<file path="config.mk">
export PLATFORM = sky130hd
export DESIGN_NAME = string_fret_voice_allocator_core
export DESIGN_NICKNAME = d
export VERILOG_FILES = /design/src/hdl/sfva_pkg.sv /design/src/hdl/sfva_fifo.sv /design/src/hdl/sfva_front.sv /design/src/hdl/sfva_back.sv /design/src/hdl/string_fret_voice_allocator_core.sv
export SDC_FILE = /design/constraint.sdc
export NUM_CORES = 1
export LEC_CHECK = 0
export BUFFER_PORTS_ARGS = -buffer_cell sky130_fd_sc_hd__buf_2
export CORE_MARGIN = 3
export CORE_UTILIZATION = 50
export DETAILED_ROUTE_END_ITERATION = 10
export PLACE_DENSITY = 0.67
export SLEW_MARGIN = 20
export SYNTH_ARGS = -nofsm -noshare
export SYNTH_HDL_FRONTEND = slang
export SYNTH_SLANG_ARGS = --single-unit
</file>
<file path="constraint.sdc">
create_clock -name clk -period 17.1 [get_ports clk]
set_input_delay 0.855 -clock clk [delete_from_list [all_inputs] [get_ports clk]]
set_output_delay 0.855 -clock clk [all_outputs]
set_load 0.02 [all_outputs]
</file>
<file path="src/hdl/sfva_pkg.sv">
// ----------------------------------------------------------------------------
// sfva_pkg
// Shared types, codes and helpers of the string fret voice allocator.
// ----------------------------------------------------------------------------
package sfva_pkg;

	localparam int SFVA_NUM_STRINGS = 6;
	localparam int SFVA_BATCH_DEPTH = 8;
	localparam int SFVA_CMDQ_DEPTH  = 4;
	localparam int SFVA_OUTQ_DEPTH  = 4;
	localparam int SFVA_NUM_REGS    = 7;

	localparam logic [2:0] REG_MAX_FRET = 3'd6;

	localparam logic [1:0] FN_NOTE_ON  = 2'd0;
	localparam logic [1:0] FN_NOTE_OFF = 2'd1;

	typedef enum logic [2:0] {
		ACT_PLAY    = 3'd0,
		ACT_KILL    = 3'd1,
		ACT_RELEASE = 3'd2,
		ACT_UNPLAY  = 3'd3,
		ACT_OVFL    = 3'd4
	} act_t;

	typedef enum logic [1:0] {
		OP_NONE    = 2'd0,
		OP_APPEND  = 2'd1,
		OP_OVFL    = 2'd2,
		OP_RELEASE = 2'd3
	} op_t;

	typedef struct packed {
		logic       flush;
		op_t        op;
		logic [6:0] note;
		logic [6:0] vel;
	} cmd_t;

	typedef struct packed {
		act_t       action;
		logic [2:0] str;
		logic [6:0] note;
		logic [6:0] vel;
		logic [5:0] fret;
		logic       last;
	} res_t;

	typedef struct packed {
		logic [SFVA_NUM_STRINGS-1:0][6:0] open;
		logic [5:0]                       max_fret;
	} cfg_t;

	localparam logic [6:0] TUNING_RESET [SFVA_NUM_STRINGS] = '{
		7'd40, 7'd45, 7'd50, 7'd55, 7'd59, 7'd64
	};
	localparam logic [5:0] MAX_FRET_RESET = 6'd24;

	function automatic logic fits(input logic [6:0] open, input logic [6:0] note,
		input logic [5:0] maxf);
		logic [7:0] d;
		d = {1'b0, note} - {1'b0, open};
		return !d[7] && (d[6:0] <= {1'b0, maxf});
	endfunction

	function automatic logic [2:0] cand_count(input cfg_t cfg, input logic [6:0] note);
		logic [2:0] c;
		c = '0;
		for (int s = 0; s < SFVA_NUM_STRINGS; s++) begin
			c = c + {2'b00, fits(cfg.open[s], note, cfg.max_fret)};
		end
		return c;
	endfunction

endpackage

</file>
<file path="src/hdl/sfva_fifo.sv">
// ----------------------------------------------------------------------------
// sfva_fifo
// Small synchronous queue with full and empty flags.
// ----------------------------------------------------------------------------
module sfva_fifo #(
	parameter int W     = 8,
	parameter int DEPTH = 4
) (
	input  logic         clk,
	input  logic         arst_n,
	input  logic         push,
	input  logic [W-1:0] din,
	output logic         full,
	input  logic         pop,
	output logic [W-1:0] dout,
	output logic         empty
);
	localparam int PW = (DEPTH > 1) ? $clog2(DEPTH) : 1;
	localparam int CW = $clog2(DEPTH + 1);

	logic [W-1:0]  mem_q [DEPTH];
	logic [PW-1:0] wr_q, rd_q;
	logic [CW-1:0] cnt_q;
	logic          do_push, do_pop;

	assign full    = (cnt_q == CW'(DEPTH));
	assign empty   = (cnt_q == '0);
	assign do_push = push && !full;
	assign do_pop  = pop && !empty;
	assign dout    = mem_q[rd_q];

	always_ff @(posedge clk) begin
		if (do_push) begin
			mem_q[wr_q] <= din;
		end
	end

	always_ff @(posedge clk or negedge arst_n) begin
		if (!arst_n) begin
			wr_q  <= '0;
			rd_q  <= '0;
			cnt_q <= '0;
		end else begin
			if (do_push) begin
				wr_q <= (wr_q == PW'(DEPTH - 1)) ? '0 : wr_q + PW'(1);
			end
			if (do_pop) begin
				rd_q <= (rd_q == PW'(DEPTH - 1)) ? '0 : rd_q + PW'(1);
			end
			if (do_push && !do_pop) begin
				cnt_q <= cnt_q + CW'(1);
			end else if (do_pop && !do_push) begin
				cnt_q <= cnt_q - CW'(1);
			end
		end
	end

endmodule

</file>
<file path="src/hdl/sfva_front.sv">
// ----------------------------------------------------------------------------
// sfva_front
// Classifies incoming MIDI events into commands for the back end.
// ----------------------------------------------------------------------------
module sfva_front #(
	parameter int BATCH_DEPTH = sfva_pkg::SFVA_BATCH_DEPTH
) (
	input  logic          clk,
	input  logic          arst_n,
	input  logic          push,
	output logic          full,
	input  logic [1:0]    func,
	input  logic [6:0]    note,
	input  logic [6:0]    velocity,
	input  logic [15:0]   sample_pos,
	output logic          cmd_push,
	output sfva_pkg::cmd_t cmd,
	input  logic          cmd_full
);
	import sfva_pkg::*;

	localparam int CW = $clog2(BATCH_DEPTH + 1);

	logic [15:0]   pos_q;
	logic          open_q;
	logic [CW-1:0] cnt_q;
	logic          is_on, do_flush;
	logic [CW-1:0] base_cnt;

	assign full     = cmd_full;
	assign cmd_push = push && !cmd_full;
	assign is_on    = (func == FN_NOTE_ON) && (velocity != '0);
	assign do_flush = is_on ? (open_q && (sample_pos != pos_q)) : 1'b1;
	assign base_cnt = do_flush ? '0 : cnt_q;

	always_comb begin
		cmd.flush = do_flush;
		cmd.note  = note;
		cmd.vel   = velocity;
		if (is_on) begin
			cmd.op = (base_cnt < CW'(BATCH_DEPTH)) ? OP_APPEND : OP_OVFL;
		end else if (func == FN_NOTE_ON || func == FN_NOTE_OFF) begin
			cmd.op = OP_RELEASE;
		end else begin
			cmd.op = OP_NONE;
		end
	end

	// mirror of the back end batch fill, kept in command order
	always_ff @(posedge clk or negedge arst_n) begin
		if (!arst_n) begin
			pos_q  <= '0;
			open_q <= 1'b0;
			cnt_q  <= '0;
		end else if (cmd_push) begin
			if (is_on) begin
				pos_q  <= sample_pos;
				open_q <= 1'b1;
				cnt_q  <= (base_cnt < CW'(BATCH_DEPTH)) ? base_cnt + CW'(1) : base_cnt;
			end else begin
				pos_q  <= '0;
				open_q <= 1'b0;
				cnt_q  <= '0;
			end
		end
	end

endmodule

</file>
<file path="src/hdl/sfva_back.sv">
// ----------------------------------------------------------------------------
// sfva_back
// Executes commands: batch fill, chord sort, string allocation, overflow reports and release.
// ----------------------------------------------------------------------------
module sfva_back #(
	parameter int BATCH_DEPTH = sfva_pkg::SFVA_BATCH_DEPTH
) (
	input  logic           clk,
	input  logic           arst_n,
	input  sfva_pkg::cfg_t cfg,
	input  logic           cmd_valid,
	input  sfva_pkg::cmd_t cmd,
	output logic           cmd_pop,
	input  logic           out_full,
	output logic           out_push,
	output sfva_pkg::res_t out_data
);
	import sfva_pkg::*;

	localparam int IW = (BATCH_DEPTH > 1) ? $clog2(BATCH_DEPTH) : 1;
	localparam int CW = $clog2(BATCH_DEPTH + 1);
	localparam int NS = SFVA_NUM_STRINGS;

	typedef enum logic [2:0] {
		ST_IDLE, ST_SORT, ST_ALLOC, ST_KPLAY, ST_OP, ST_DONE
	} state_t;

	state_t        state_q;
	cmd_t          cur_q;
	logic [CW-1:0] cnt_q;
	logic [IW-1:0] idx_q;
	logic [NS-1:0] used_q;
	logic [2:0]    pick_q;
	logic [NS-1:0] ringing_q;
	logic [6:0]    held_note_q [NS];
	logic          pend_valid_q;
	res_t          pend_q;

	logic [6:0] batch_note_q [BATCH_DEPTH];
	logic [6:0] batch_vel_q  [BATCH_DEPTH];
	logic [6:0] srt_note_q   [BATCH_DEPTH];
	logic [6:0] srt_vel_q    [BATCH_DEPTH];
	logic [2:0] srt_ct_q     [BATCH_DEPTH];

	logic             emit_ok, emit_en, last_step, batch_wr;
	res_t             emit_res;
	logic [6:0]       in_note, in_vel, cur_note, cur_vel;
	logic [2:0]       in_ct;
	logic [BATCH_DEPTH-1:0] pass;
	logic             found, rel_found;
	logic [2:0]       pick, rel_str;
	logic [6:0]       fret_full;
	logic [2:0]       play_str;

	assign emit_ok   = !pend_valid_q || !out_full;
	assign last_step = (CW'(idx_q) + CW'(1) == cnt_q);
	assign in_note   = batch_note_q[idx_q];
	assign in_vel    = batch_vel_q[idx_q];
	assign in_ct     = cand_count(cfg, in_note);
	assign cur_note  = srt_note_q[idx_q];
	assign cur_vel   = srt_vel_q[idx_q];
	assign play_str  = (state_q == ST_KPLAY) ? pick_q : pick;
	assign fret_full = cur_note - cfg.open[play_str];

	// entries that the new note moves past
	always_comb begin
		for (int j = 0; j < BATCH_DEPTH; j++) begin
			pass[j] = (j < int'(idx_q)) && ((srt_ct_q[j] > in_ct) ||
				((srt_ct_q[j] == in_ct) && (srt_note_q[j] < in_note)));
		end
	end

	// highest free string that fits
	always_comb begin
		found = 1'b0;
		pick  = '0;
		for (int s = 0; s < NS; s++) begin
			if (!used_q[s] && fits(cfg.open[s], cur_note, cfg.max_fret)) begin
				found = 1'b1;
				pick  = 3'(s);
			end
		end
	end

	// lowest ringing string holding the note
	always_comb begin
		rel_found = 1'b0;
		rel_str   = '0;
		for (int s = NS - 1; s >= 0; s--) begin
			if (ringing_q[s] && held_note_q[s] == cur_q.note) begin
				rel_found = 1'b1;
				rel_str   = 3'(s);
			end
		end
	end

	always_comb begin
		emit_en  = 1'b0;
		emit_res = '{action: ACT_PLAY, str: '0, note: '0, vel: '0, fret: '0, last: 1'b0};
		cmd_pop  = 1'b0;
		batch_wr = 1'b0;
		unique case (state_q)
			ST_IDLE: cmd_pop = cmd_valid;
			ST_ALLOC: begin
				if (emit_ok) begin
					emit_en = 1'b1;
					if (!found) begin
						emit_res.action = ACT_UNPLAY;
						emit_res.note   = cur_note;
					end else if (ringing_q[pick]) begin
						emit_res.action = ACT_KILL;
						emit_res.str    = pick;
						emit_res.note   = held_note_q[pick];
					end else begin
						emit_res.str  = pick;
						emit_res.note = cur_note;
						emit_res.vel  = cur_vel;
						emit_res.fret = fret_full[5:0];
					end
				end
			end
			ST_KPLAY: begin
				if (emit_ok) begin
					emit_en       = 1'b1;
					emit_res.str  = pick_q;
					emit_res.note = cur_note;
					emit_res.vel  = cur_vel;
					emit_res.fret = fret_full[5:0];
				end
			end
			ST_OP: begin
				unique case (cur_q.op)
					OP_APPEND: batch_wr = 1'b1;
					OP_OVFL: begin
						emit_en         = emit_ok;
						emit_res.action = ACT_OVFL;
						emit_res.note   = cur_q.note;
					end
					OP_RELEASE: begin
						emit_en         = emit_ok && rel_found;
						emit_res.action = ACT_RELEASE;
						emit_res.str    = rel_str;
						emit_res.note   = cur_q.note;
					end
					OP_NONE: ;
				endcase
			end
			default: ;
		endcase
	end

	always_comb begin
		out_push = 1'b0;
		out_data = pend_q;
		if (emit_en && pend_valid_q) begin
			out_push = 1'b1;
		end else if (state_q == ST_DONE && pend_valid_q && !out_full) begin
			out_push      = 1'b1;
			out_data.last = 1'b1;
		end
	end

	always_ff @(posedge clk) begin
		if (batch_wr) begin
			batch_note_q[cnt_q[IW-1:0]] <= cur_q.note;
			batch_vel_q[cnt_q[IW-1:0]]  <= cur_q.vel;
		end
		if (state_q == ST_SORT) begin
			for (int j = 0; j < BATCH_DEPTH; j++) begin
				if (j <= int'(idx_q) && !(j < int'(idx_q) && !pass[j])) begin
					if (j == 0 || !pass[j-1]) begin
						srt_note_q[j] <= in_note;
						srt_vel_q[j]  <= in_vel;
						srt_ct_q[j]   <= in_ct;
					end else begin
						srt_note_q[j] <= srt_note_q[j-1];
						srt_vel_q[j]  <= srt_vel_q[j-1];
						srt_ct_q[j]   <= srt_ct_q[j-1];
					end
				end
			end
		end
		if (emit_en) begin
			pend_q <= emit_res;
		end
	end

	always_ff @(posedge clk or negedge arst_n) begin
		if (!arst_n) begin
			state_q      <= ST_IDLE;
			cur_q        <= '0;
			cnt_q        <= '0;
			idx_q        <= '0;
			used_q       <= '0;
			pick_q       <= '0;
			ringing_q    <= '0;
			pend_valid_q <= 1'b0;
			for (int s = 0; s < NS; s++) begin
				held_note_q[s] <= '0;
			end
		end else begin
			if (emit_en) begin
				pend_valid_q <= 1'b1;
			end else if (out_push) begin
				pend_valid_q <= 1'b0;
			end
			unique case (state_q)
				ST_IDLE: begin
					if (cmd_valid) begin
						cur_q   <= cmd;
						idx_q   <= '0;
						state_q <= (cmd.flush && cnt_q != '0) ? ST_SORT : ST_OP;
					end
				end
				ST_SORT: begin
					if (last_step) begin
						idx_q   <= '0;
						used_q  <= '0;
						state_q <= ST_ALLOC;
					end else begin
						idx_q <= idx_q + IW'(1);
					end
				end
				ST_ALLOC, ST_KPLAY: begin
					if (emit_ok) begin
						if (state_q == ST_ALLOC && found && ringing_q[pick]) begin
							pick_q  <= pick;
							state_q <= ST_KPLAY;
						end else begin
							if (state_q == ST_KPLAY || found) begin
								used_q[play_str]      <= 1'b1;
								ringing_q[play_str]   <= 1'b1;
								held_note_q[play_str] <= cur_note;
							end
							if (last_step) begin
								cnt_q   <= '0;
								state_q <= ST_OP;
							end else begin
								idx_q   <= idx_q + IW'(1);
								state_q <= ST_ALLOC;
							end
						end
					end
				end
				ST_OP: begin
					unique case (cur_q.op)
						OP_APPEND: begin
							cnt_q   <= cnt_q + CW'(1);
							state_q <= ST_DONE;
						end
						OP_OVFL: begin
							if (emit_ok) begin
								state_q <= ST_DONE;
							end
						end
						OP_RELEASE: begin
							if (!rel_found) begin
								state_q <= ST_DONE;
							end else if (emit_ok) begin
								ringing_q[rel_str]   <= 1'b0;
								held_note_q[rel_str] <= '0;
								state_q              <= ST_DONE;
							end
						end
						OP_NONE: state_q <= ST_DONE;
					endcase
				end
				ST_DONE: begin
					if (!pend_valid_q || !out_full) begin
						state_q <= ST_IDLE;
					end
				end
				default: state_q <= ST_IDLE;
			endcase
		end
	end

`ifndef SYNTH
	a_no_push_full: assert property (@(posedge clk) disable iff (!arst_n)
		out_push |-> !out_full) else $error("result pushed into full queue");
	a_sort_range: assert property (@(posedge clk) disable iff (!arst_n)
		(state_q == ST_SORT || state_q == ST_ALLOC) |-> (CW'(idx_q) < cnt_q))
		else $error("chord index beyond batch fill");
	a_kill_ringing: assert property (@(posedge clk) disable iff (!arst_n)
		(state_q == ST_KPLAY) |-> ringing_q[pick_q])
		else $error("kill issued on silent string");
	a_done_idle: assert property (@(posedge clk) disable iff (!arst_n)
		(state_q == ST_DONE && !pend_valid_q) |=> (state_q == ST_IDLE))
		else $error("command did not retire");
`endif

endmodule

</file>
<file path="src/hdl/string_fret_voice_allocator_core.sv">
// ----------------------------------------------------------------------------
// string_fret_voice_allocator_core
// Allocates MIDI note events to six tuned strings, chord by chord.
// ----------------------------------------------------------------------------
// channel   | handshake                      | payload
// ----------+--------------------------------+-----------------------------------
// events    | push / full                    | func note velocity sample_pos
// results   | empty / pop                    | action string_index note_out
//           |                                | velocity_out fret last
// config    | psel penable pwrite pready     | paddr pwdata prdata
//
// Events enter a 4-entry command queue at one per cycle while it is not
// full; on a flush the command sequencer sorts and allocates the pending
// chord, with a kill before each play on a ringing string, then runs the event.
// Results leave through a 4-entry queue; a full result queue stalls the
// sequencer, a full command queue raises full.
// Reset clears strings, batch state and registers to their defaults at once.
// ----------------------------------------------------------------------------
module string_fret_voice_allocator_core #(
	parameter int BATCH_DEPTH = sfva_pkg::SFVA_BATCH_DEPTH
) (
	input  logic        clk,
	input  logic        arst_n,
	input  logic        push,
	output logic        full,
	input  logic [1:0]  func,
	input  logic [6:0]  note,
	input  logic [6:0]  velocity,
	input  logic [15:0] sample_pos,
	output logic        empty,
	input  logic        pop,
	output logic [2:0]  action,
	output logic [2:0]  string_index,
	output logic [6:0]  note_out,
	output logic [6:0]  velocity_out,
	output logic [5:0]  fret,
	output logic        last,
	input  logic        psel,
	input  logic        penable,
	input  logic        pwrite,
	input  logic [4:0]  paddr,
	input  logic [31:0] pwdata,
	output logic [31:0] prdata,
	output logic        pready
);
	import sfva_pkg::*;

	cfg_t       cfg_q;
	cmd_t       f_cmd, q_cmd;
	logic       f_push, cq_full, cq_empty, cq_pop;
	logic       o_push, o_full;
	res_t       o_data, o_head;
	logic [2:0] reg_idx;

	assign pready  = 1'b1;
	assign reg_idx = paddr[4:2];

	always_comb begin
		prdata = '0;
		if (reg_idx == REG_MAX_FRET) begin
			prdata[5:0] = cfg_q.max_fret;
		end else if (reg_idx < REG_MAX_FRET) begin
			prdata[6:0] = cfg_q.open[reg_idx];
		end
	end

	always_ff @(posedge clk or negedge arst_n) begin
		if (!arst_n) begin
			for (int s = 0; s < SFVA_NUM_STRINGS; s++) begin
				cfg_q.open[s] <= TUNING_RESET[s];
			end
			cfg_q.max_fret <= MAX_FRET_RESET;
		end else if (psel && penable && pwrite && pready) begin
			if (reg_idx == REG_MAX_FRET) begin
				cfg_q.max_fret <= pwdata[5:0];
			end else if (reg_idx < REG_MAX_FRET) begin
				cfg_q.open[reg_idx] <= pwdata[6:0];
			end
		end
	end

	sfva_front #(.BATCH_DEPTH(BATCH_DEPTH)) u_front (
		.clk        (clk),
		.arst_n     (arst_n),
		.push       (push),
		.full       (full),
		.func       (func),
		.note       (note),
		.velocity   (velocity),
		.sample_pos (sample_pos),
		.cmd_push   (f_push),
		.cmd        (f_cmd),
		.cmd_full   (cq_full)
	);

	sfva_fifo #(.W($bits(cmd_t)), .DEPTH(SFVA_CMDQ_DEPTH)) u_cmdq (
		.clk    (clk),
		.arst_n (arst_n),
		.push   (f_push),
		.din    (f_cmd),
		.full   (cq_full),
		.pop    (cq_pop),
		.dout   (q_cmd),
		.empty  (cq_empty)
	);

	sfva_back #(.BATCH_DEPTH(BATCH_DEPTH)) u_back (
		.clk       (clk),
		.arst_n    (arst_n),
		.cfg       (cfg_q),
		.cmd_valid (!cq_empty),
		.cmd       (q_cmd),
		.cmd_pop   (cq_pop),
		.out_full  (o_full),
		.out_push  (o_push),
		.out_data  (o_data)
	);

	sfva_fifo #(.W($bits(res_t)), .DEPTH(SFVA_OUTQ_DEPTH)) u_outq (
		.clk    (clk),
		.arst_n (arst_n),
		.push   (o_push),
		.din    (o_data),
		.full   (o_full),
		.pop    (pop),
		.dout   (o_head),
		.empty  (empty)
	);

	assign action       = o_head.action;
	assign string_index = o_head.str;
	assign note_out     = o_head.note;
	assign velocity_out = o_head.vel;
	assign fret         = o_head.fret;
	assign last         = o_head.last;

endmodule

</file>
==> PnR_summary.wiki <==
{| class="wikitable"
! Metric !! Value
|-
| Global-route wire length before repair || 137 mm
|-
| Detailed placement HPWL || 61.7 mm
|-
| Maximum vdd drop || 0.125 mV
|-
| Critical path required time || 17.44 ns
|-
| Static leakage power || 14.6 nW
|-
| Die H || 266 um
|-
| DRC violations left || 0
|-
| Root Driver || sky130_fd_sc_hd__clkbuf_16
|-
| Clock transition time at the flip-flop clock pins of the worst setup and hold paths || 0.06 ns
|-
| Top cells by instance count after synthesis || sky130_fd_sc_hd__edfxtp_1 (447), sky130_fd_sc_hd__ha_1 (244), sky130_fd_sc_hd__nand2_1 (206)
|-
| Post-route minimum period || 10.79 ns
|-
| CP peak stage delay || 0.97 ns
|-
| Antenna Nets Post-Route || 0
|-
| Slowest cell on the critical path || sky130_fd_sc_hd__and2_1
|-
| Count of cells resized by post-cts repair || 0
|-
| Predominant post-synthesis flop cell || sky130_fd_sc_hd__edfxtp_1
|-
| Drt via density || 6.11
|-
| Fmax || 92.7 MHz
|-
| RePlAce Congestion || 0.941
|-
| Number of violations of the max-capacitance limit || 0
|-
| Via count of the first global-routing pass || 23500
|-
| Total Routing Usage GR || 25.2%
|-
| Routed len/inst || 23.3 um
|-
| Cell Area, Placed || 0.0354 mm2
|-
| Final design instance area without fill || 0.0376 mm2
|-
| Number of cells produced by synthesis || 2776
|-
| Maximum buffer depth of the clock tree || 3
|-
| Maximum number of pins on one net before global-route repair || 101
|-
| Clock buffer count from CTS || 68
|-
| Final core area utilization || 56.5%
|-
| Number of nets in the layout || 3223
|-
| Total I/O pin count || 138
|-
| Final worst path period share || 63.1%
|-
| Clock network latency to the later pin of the worst-skew pair || 0.61 ns
|-
| # hold bufs at CTS || 0
|-
| Number of DRC markers after the initial detailed-route iteration || 2281
|-
| Routed vias || 23200
|-
| Initial antenna violation count || 2
|-
| Yosys top cell area share || 39.6%
|-
| Ranking of synthesized cells by area || sky130_fd_sc_hd__edfxtp_1 (40%), sky130_fd_sc_hd__dfrtp_1 (11%), sky130_fd_sc_hd__ha_1 (9.0%)
|-
| Setup repair bufs after CTS || 0
|-
| Worst Tran Pin Value || 1.12 ns
|-
| Final-layout setup total negative slack || 0 ns
|-
| Netlist area before placement || 0.0339 mm2
|-
| Number of slew-limit violations in the final report || 0
|-
| Num rows || 94
|-
| Yosys reg bits || 614
|-
| Unrepaired setup endpoints after global routing || false
|-
| Areal power density over the cells || 212 mW/mm2
|-
| Category of the critical setup timing path || reg2reg
|-
| Sequential-to-total area share from yosys stat || 52.0%
|-
| Number of filler instances in the final layout || 5408
|-
| Yosys warnings || 0
|-
| Clock sink count || 614
|-
| Share of final-layout standard cells stronger than drive strength 1 || 17.8%
|-
| Signed area change from the synthesized netlist to the final layout || 10.9%
|-
| Worst min-delay path category || in2async
|-
| Worst rel slew slack || 25.5%
|-
| Max H-tree Level || 3
|-
| Cell taking the most area after synthesis || sky130_fd_sc_hd__edfxtp_1
|-
| Number of detailed-route iterations in the first pass || 10
|-
| Async S/R FF share, synth || 27.2%
|-
| Core outline area || 0.0665 mm2
|-
| Skew final || 0.0243 ns
|-
| Arrival time of data at the critical path endpoint || 11.13 ns
|-
| Highest net fanout along the worst path || 37
|-
| Setup-failing EPs final || 0
|-
| Die span in x || 266 um
|-
| Most repeated cell in the gate-level netlist after synthesis || sky130_fd_sc_hd__edfxtp_1
|-
| Number of I/O port buffers || 84
|-
| Final WL || 88.6 mm
|-
| Effective utilization at floorplan || 51.0%
|-
| Library cells used by synthesis || 97
|-
| CP Launch Type || flip-flop
|-
| Result of the run || complete, no violations
|-
| Capturing element type of the critical path || flip-flop
|-
| Number of flops mapped to enable cells by yosys || 447
|-
| CTS tree || yes
|-
| Ant diodes || 0
|-
| R2R Setup Slk || 6.31 ns
|-
| GR Overflow Total || 0
|-
| Average size of a mapped cell || 12.2 um2
|-
| Final hold vios || 0
|-
| Die outline area || 0.0709 mm2
|}
-- through the flow --
| stage | worst slack (ns) | total power, mW | instances | hold WS, ns |
|---|---|---|---|---|
| 3_5_place_dp | 6.44 | 6.49 | 3679 | 0.465 |
| 5_1_grt | 5.71 | 8.53 | 3802 | 0.422 |
| 6_report | 6.31 | 7.96 | 3802 | 0.322 |
| 3_3_place_gp | 6.52 | 6.31 | 3678 | 0.460 |
| 2_1_floorplan | 7.28 | 5.26 | 2800 | 0.444 |
| 4_1_cts | 6.38 | 7.95 | 3802 | 0.396 |
-- worst max-delay path: cells and delay by family, from the launching register on --
family,cells,cell delay (ns)
fa+ha+maj,7,3.11
buf+inv,4,1.34
compound gates,11,2.17
simple gates,7,2.80
flops,1,0.44
mux,1,0.42
xor+xnor,1,0.17
-- cell families (layout without fill, tap and decap cells) --
group                    after synthesis  after routing  share of synthesized area, %
adder cells (fa/ha/maj)              262            262                          10.1
flip-flops                           614            614                          52.0
other                                  2             26                        0.0222
XOR/XNOR                             110            110                          2.84
buffers and inverters                248            386                          3.20
AO/OA/AOI/OAI                        627            627                          12.1
AND/OR/NAND/NOR                      622            622                          8.71
multiplexers                         291            291                          11.0
-- layout by cell type (no fill, tap or decap), types with 13 or more instances in the layout --
master / count
sky130_fd_sc_hd__a221oi_1: 21
sky130_fd_sc_hd__clkinv_2: 13
sky130_fd_sc_hd__nand2_1: 206
sky130_fd_sc_hd__a221o_1: 13
sky130_fd_sc_hd__o21ai_0: 172
sky130_fd_sc_hd__edfxtp_1: 447
sky130_fd_sc_hd__ha_1: 244
sky130_fd_sc_hd__o21a_1: 24
sky130_fd_sc_hd__buf_2: 83
sky130_fd_sc_hd__clkbuf_16: 70
sky130_fd_sc_hd__a22oi_1: 19
sky130_fd_sc_hd__conb_1: 26
sky130_fd_sc_hd__dfstp_2: 22
sky130_fd_sc_hd__and3_1: 18
sky130_fd_sc_hd__a21o_1: 60
sky130_fd_sc_hd__mux2_2: 151
sky130_fd_sc_hd__buf_4: 56
sky130_fd_sc_hd__a31oi_1: 22
sky130_fd_sc_hd__xnor2_1: 62
sky130_fd_sc_hd__nor3_1: 22
sky130_fd_sc_hd__fa_1: 18
sky130_fd_sc_hd__inv_1: 119
sky130_fd_sc_hd__mux2i_1: 89
sky130_fd_sc_hd__clkbuf_1: 16
sky130_fd_sc_hd__o22ai_1: 18
sky130_fd_sc_hd__nor2b_1: 29
sky130_fd_sc_hd__nor2_1: 175
sky130_fd_sc_hd__mux4_2: 49
sky130_fd_sc_hd__xor2_1: 48
sky130_fd_sc_hd__nand4_1: 15
sky130_fd_sc_hd__dfrtp_1: 141
sky130_fd_sc_hd__nand3_1: 54
sky130_fd_sc_hd__nand2b_1: 24
sky130_fd_sc_hd__a21oi_1: 133
-- power breakdown --
group | internal (mW) | switching [mW] | leakage (nW)
combinational | 1.72 | 2.47 | 7.49
sequential | 2.03 | 0.295 | 6.08
clock | 0.846 | 0.596 | 1.07
total | 4.60 | 3.36 | 14.6
-- sequential cells by signal (all words and copies together) (netlist names), 42 cells and up --
name,cells
u_back.batch_vel_q,56
u_back.srt_vel_q,56
cfg_q,48
u_back.srt_note_q,56
u_back.held_note_q,42
u_cmdq.mem_q,68
u_back.batch_note_q,56
u_outq.mem_q,108
-- cell type report --
cell class              instances  area, um2  share of cell area [%]
clock buffers                  89       1850                    4.93
clock inverters                34        340                   0.906
inverters                     122        458                    1.22
multi-input cells            1938      15300                    40.8
flip-flops and latches        614      17600                    46.9
well taps                     864       1080                    2.88
repair buffers                141        862                    2.29
-- layer usage --
| layer | vias to the layer above | share of wire, % | GRT usage [%] |
|---|---|---|---|
| li1 | 10600 | - | - |
| met1 | 11500 | 44 | 35.4 |
| met2 | 923 | 45 | 39.9 |
| met3 | 203 | 7.4 | 4.01 |
| met4 | 0 | 3.5 | 8.85 |
| met5 | - | 0 | 0 |
-- worst paths after layout --
path,from,endpoint,cells past startpoint
worst min register to register,u_back.used_q[4]$_DFFE_PN0P_,u_back.used_q[4]$_DFFE_PN0P_,1
worst max register to register,u_back.idx_q[0]$_DFFE_PN0P_,u_back.srt_vel_q[4][5]$_DFFE_PP_,31
worst min-delay path,arst_n,u_front.pos_q[13]$_DFFE_PN0P_,1
min in group clk,note[4],u_cmdq.mem_q[3][11]$_DFFE_PP_,1
max in group asynchronous,arst_n,u_back.cur_q[3]$_DFFE_PN0P_,2
worst max-delay path,u_back.idx_q[0]$_DFFE_PN0P_,u_back.srt_vel_q[4][5]$_DFFE_PP_,31
(Power assumes the default switching activity.)
